<file path="config.mk">
export PLATFORM = sky130hd
export DESIGN_NAME = gcost_cost_unit
export DESIGN_NICKNAME = d
export VERILOG_FILES = /design/src/hw/rtl/gcost_pkg.sv /design/src/hw/rtl/gcost_cost_unit.sv
export SDC_FILE = /design/constraint.sdc
export NUM_CORES = 1
export LEC_CHECK = 0
export ABC_AREA = 1
export BUFFER_PORTS_ARGS = -buffer_cell sky130_fd_sc_hd__buf_2
export CAP_MARGIN = 20
export CORE_MARGIN = 5
export CORE_UTILIZATION = 55
export DETAILED_ROUTE_END_ITERATION = 10
export PLACE_DENSITY = 0.79
export SYNTH_ARGS = -nofsm -noshare
export SYNTH_HDL_FRONTEND = slang
export SYNTH_SLANG_ARGS = --single-unit
export TNS_END_PERCENT = 5
</file>
<file path="constraint.sdc">
create_clock -name i_clk -period 5.1 [get_ports i_clk]
set_input_delay 0.51 -clock i_clk [delete_from_list [all_inputs] [get_ports i_clk]]
set_output_delay 0.51 -clock i_clk [all_outputs]
set_load 0.03 [all_outputs]
</file>
<file path="src/hw/rtl/gcost_pkg.sv">
// shared types and constants for the graph component cost core
// no dependencies
package gcost_pkg;

    // fixed field widths
    localparam int COUNT_W     = 11;
    localparam int COST_W      = 20;
    localparam int TOTAL_W     = 30;
    localparam int IN_TDATA_W  = 24;
    localparam int OUT_TDATA_W = 48;
    localparam int CFG_IDX_W   = 2;

    // configuration register indexes
    localparam logic [CFG_IDX_W-1:0] CFG_NODE_COUNT   = 2'd0;
    localparam logic [CFG_IDX_W-1:0] CFG_LIBRARY_COST = 2'd1;
    localparam logic [CFG_IDX_W-1:0] CFG_ROAD_COST    = 2'd2;

    // command carried in the input tuser
    localparam logic CMD_EDGE   = 1'b0;
    localparam logic CMD_FINISH = 1'b1;

    // control of the shared multiply-accumulate unit
    typedef struct packed {
        logic issue;
        logic clr;
    } t_mac_ctl;

endpackage

</file>
<file path="src/hw/rtl/gcost_cost_unit.sv">
// shared multiply-accumulate unit for the cost sum
// depends on gcost_pkg
module gcost_cost_unit
    import gcost_pkg::*;
#(
    parameter int CNT_W = 11
) (
    input  logic               i_clk,
    input  logic               i_rst_n,
    input  t_mac_ctl           i_ctl,
    input  logic [CNT_W-1:0]   i_cnt,
    input  logic [COST_W-1:0]  i_cost,
    output logic [TOTAL_W-1:0] o_acc
);

    localparam int PROD_W = CNT_W + COST_W;

    logic [PROD_W-1:0]  r_prod;
    logic               r_pv;
    logic               r_pclr;
    logic [TOTAL_W-1:0] r_acc;

    // product stage
    always_ff @(posedge i_clk) begin
        if (!i_rst_n) begin
            r_pv   <= 1'b0;
            r_pclr <= 1'b0;
        end else begin
            r_pv   <= i_ctl.issue;
            r_pclr <= i_ctl.clr;
        end
        r_prod <= PROD_W'(i_cnt) * PROD_W'(i_cost);
    end

    // accumulate stage, wraps modulo the result width
    always_ff @(posedge i_clk) begin
        if (r_pv) begin
            r_acc <= (r_pclr ? '0 : r_acc) + TOTAL_W'(r_prod);
        end
    end

    assign o_acc = r_acc;

endmodule

</file>
==> Yosys cells after proc, flatten, opt, wreduce, memory -nomap -nowiden <==
Index checks and enable logic that the tools add are counted.
{ "word_totals": {"register_bits": 62, "inputBits": 35, "out_inout_bits": 30, "wordCells": 7} }
{ "classes": {"addsub": 1, "mul": 1, "mux": 1} }
{ "ops": {"columns": ["operator", "count"], "rows": [
  ["30-bit adder", 1],
  ["11-bit by 20-bit multiplier with 30-bit output", 1],
  ["30-bit 2-to-1 mux", 1]
]} }

==> Longest topological paths before layout <==
{ "logic_depth": {"ltp_word": 2, "ltp_mapped": 23, "mapped_depth_nobuf": 22} }

==> Worst setup path after synthesis <==
Ideal clock, no wire load.
{ "synth_timing": {"path_type": "input to register", "from": "in i_cnt[10]", "to": "reg r_prod[28]", "setup_time_ns": 0.113, "t_arrival_ns": 4.602, "required_ns": 4.987, "path_slack_ns": 0.385, "cell_stages": 20, "n_path_buf": 2, "cell_sequence": "clkbuf_1 -> clkbuf_1 -> nand2_1 -> fa_1 -> fa_1 -> inv_1 -> fa_1 -> fa_1 -> inv_1 -> fa_1 -> inv_1 -> ha_1 -> nand2_1 -> inv_1 -> a21oi_1 -> nand3_2 -> nand2_1 -> nand3_1 -> nand2_1 -> nand2_1"} }
{ "synth_between": {"elab_chain_len": 1} }
{ "synth_lines": {"columns": ["item", "line", "source"], "rows": [
  ["from (decl)", "gcost_cost_unit.sv:11", "input logic [CNT_W-1:0] i_cnt,"],
  ["11-bit by 20-bit multiplier with 30-bit output", "gcost_cost_unit.sv:32", "r_prod <= PROD_W'(i_cnt) * PROD_W'(i_cost);"],
  ["to (signal assigned)", "gcost_cost_unit.sv:32", null],
  ["to (decl)", "gcost_cost_unit.sv:18", "logic [PROD_W-1:0] r_prod;"]
]} }
No other way between the ends.
A chain may end at the register's enable or synchronous reset.

==> Worst setup path after layout <==
{ "layout_timing": {"from": "in i_cnt[6]", "to": "reg r_prod[22]"} }
The elaborated chain is that of the path after synthesis.

==> flow_summary.ini <==
[run_status]
status = finished clean

[synth]
synth_seq_cells = 62
avgSynthCellArea_um2 = 6.90
ys_dominant_reg_cell = dfxtp_1
synth_most_common_cell = nand2_1
syn_nets = 1990
synth-edff-count = 30
yosysUniqueCellTypes = 29
synthTopCellsByArea = fa_1 27%, nand2_1 18%, inv_1 15%
synth_top_cell_area_share = 0.275
seq_area_frac_synth = 0.132
ys_top_cells_by_count = 562 x nand2_1, 461 x inv_1, 161 x fa_1, 95 x ha_1, 89 x nor2_1
synth_top_area_cell = fa_1
async_reset_ff_frac = 0
syn_inst = 1699
syn_area_um2 = 11700
yosys_warnings = 0

[grt]
track_usage = 0.248
gr-total-overflow = 0
grt_pass1_wl_um = 49700
grt_max_degree = 31
antenna_found_initial = 0
grt_pass1_vias = 10600

[cts]
root_buffer = clkbuf_16
cts_buffer_depth = 2
cts.sinks = 62
cts_buffers = 9
clock_latency_ps = 330
h-tree-depth = 3
tritoncts = built
holdBufCountCts = 0
path_clk_slew_ps = 60

[timing]
setup_tns_ps = 0
fmax_ghz = 0.211
clock_skew_ps = 8.72
worstMarginPinSlew_ps = 461
setup_viol = 0
rsz0062_at_grt = no
slew_violations = 0
fin_crit_sh = 0.930
slew_headroom = 0.693
period_minus_slack_ps = 4750
hold_viol_final = 0

[worst_setup_path]
path_max_fanout = 15
crit_type = input port to flip-flop
critical_path.startpoint = i_cnt[6]
r2r_start = r_pclr
crit_required_ps = 5370
endpoint_kind = flip-flop
startpoint_type = input port
crit_arrival_ps = 5020

[drt]
viasPerCell = 5.03
via_count = 10100
drt-initial-drc-count = 562
first_pass_iters = 5
detail-route-antenna-nets = 0
drc_errors = 0
routed_wl_um = 28500
wl_per_cell_um = 14.1

[layout]
syn2layout_area_growth_pct = 7.71
seqCellArea_um2 = 1540
antenna_cells = 0
fillers = 1920
final_layout_size_suffix_gt1_frac = 0.0878
multiInputGateArea_um2 = 8230
nets = 2029

[die]
num_rows = 53
core_area_um2 = 21000
die_h_um = 156
dieWidth_um = 156
die-area_um2 = 24300
start_util = 0.558
ios = 65

[job]
max_cap_viol_count = 0

[hold_path]
min_from = i_ctl[0]
hold_path.class = input port to flip-flop

[place]
hpwl_um = 24100
numPortBuffers = 64
gp_congestion = 0.977
[critical path, cell delays in order]
cell     delay, ps
buf_2          310
buf_4          220
nand2_1         70
inv_1           80
fa_1           440
fa_1           560
fa_1           430
fa_1           510
inv_1           50
fa_1           470
inv_1           40
ha_1           340
nand2_1        120
nor2_1         200
inv_1           70
nor2_1         160
nand4_1        180
nand3_1        130
nand2_1         50
nand2_1         70
[metal layers]
layer,vias up,track usage,part of all wire
li1,4977,-,-
met4,0,0.0859,0.032
met3,75,0.0291,0.056
met1,4759,0.314,0.42
met5,-,0,0
met2,330,0.440,0.49
[cell type report]
class                      instances  share of cell area
multi-input combinational       1117               0.652
inverter                         475               0.141
sequential                        62               0.122
timing repair buffer              73              0.0325
tap                              275              0.0273
clock buffer                      10              0.0198
clock inverter                     6             0.00535
[kinds of logic (layout without fill, tap and decap cells)]
kind of cell / after synthesis / count (layout) / synth area share
AO/OA/AOI/OAI: 55 / 55 / 0.0269
XOR/XNOR: 31 / 31 / 0.0232
adder cells (fa/ha/maj): 256 / 256 / 0.376
buffers and inverters: 520 / 564 / 0.167
flip-flops: 62 / 62 / 0.132
AND/OR/NAND/NOR: 775 / 775 / 0.276
[what timing repair did]
| item | in CTS | in global routing |
|---|---|---|
| resized for setup | 0 | 1 |
| setup buffers | 0 | 0 |
| setup endpoints to repair | 0 | 1 |
[worst paths after layout]
check               endpoint  slack [ps]  cells past startpoint
setup reg to reg   o_acc[23]        2730                     10
hold reg to reg     o_acc[0]         540                      1
setup / recovery  r_prod[22]         350                     20
hold / removal        r_pclr         360                      3
[state kept, by name (all words and copies together), names as in the netlist]
register  flops
o_acc        30
r_prod       30
r_pclr        1
r_pv          1
[through the flow]
step           cells  setup WS, ps   util  hold WS [ps]  cell area, um^2
6_report        2018           355  0.601           363            12600
4_1_cts         2017           358  0.599           358            12600
3_3_place_gp    2001          60.2  0.584           515            12300
2_1_floorplan   1699           385      -           508            11700
3_5_place_dp    2001          10.1  0.584           534            12300
5_1_grt         2018           121  0.601           376            12600
[cell usage in the layout, fill, tap and decap left out, types with 9 or more instances in the layout]
| cell | instances |
|---|---|
| clkbuf_16 | 10 |
| nor2_1 | 89 |
| buf_2 | 63 |
| nor2_2 | 14 |
| nand4_1 | 19 |
| nand2_1 | 562 |
| inv_2 | 14 |
| nand2_2 | 16 |
| xor2_1 | 24 |
| fa_1 | 161 |
| ha_1 | 95 |
| dfxtp_1 | 32 |
| o21bai_1 | 9 |
| a21oi_1 | 34 |
| nand3_1 | 49 |
| edfxtp_1 | 30 |
| inv_1 | 461 |
Power is left out: the tool's default activity adds up to more than one toggle a clock period on the data nets, which glitch-free logic cannot reach.
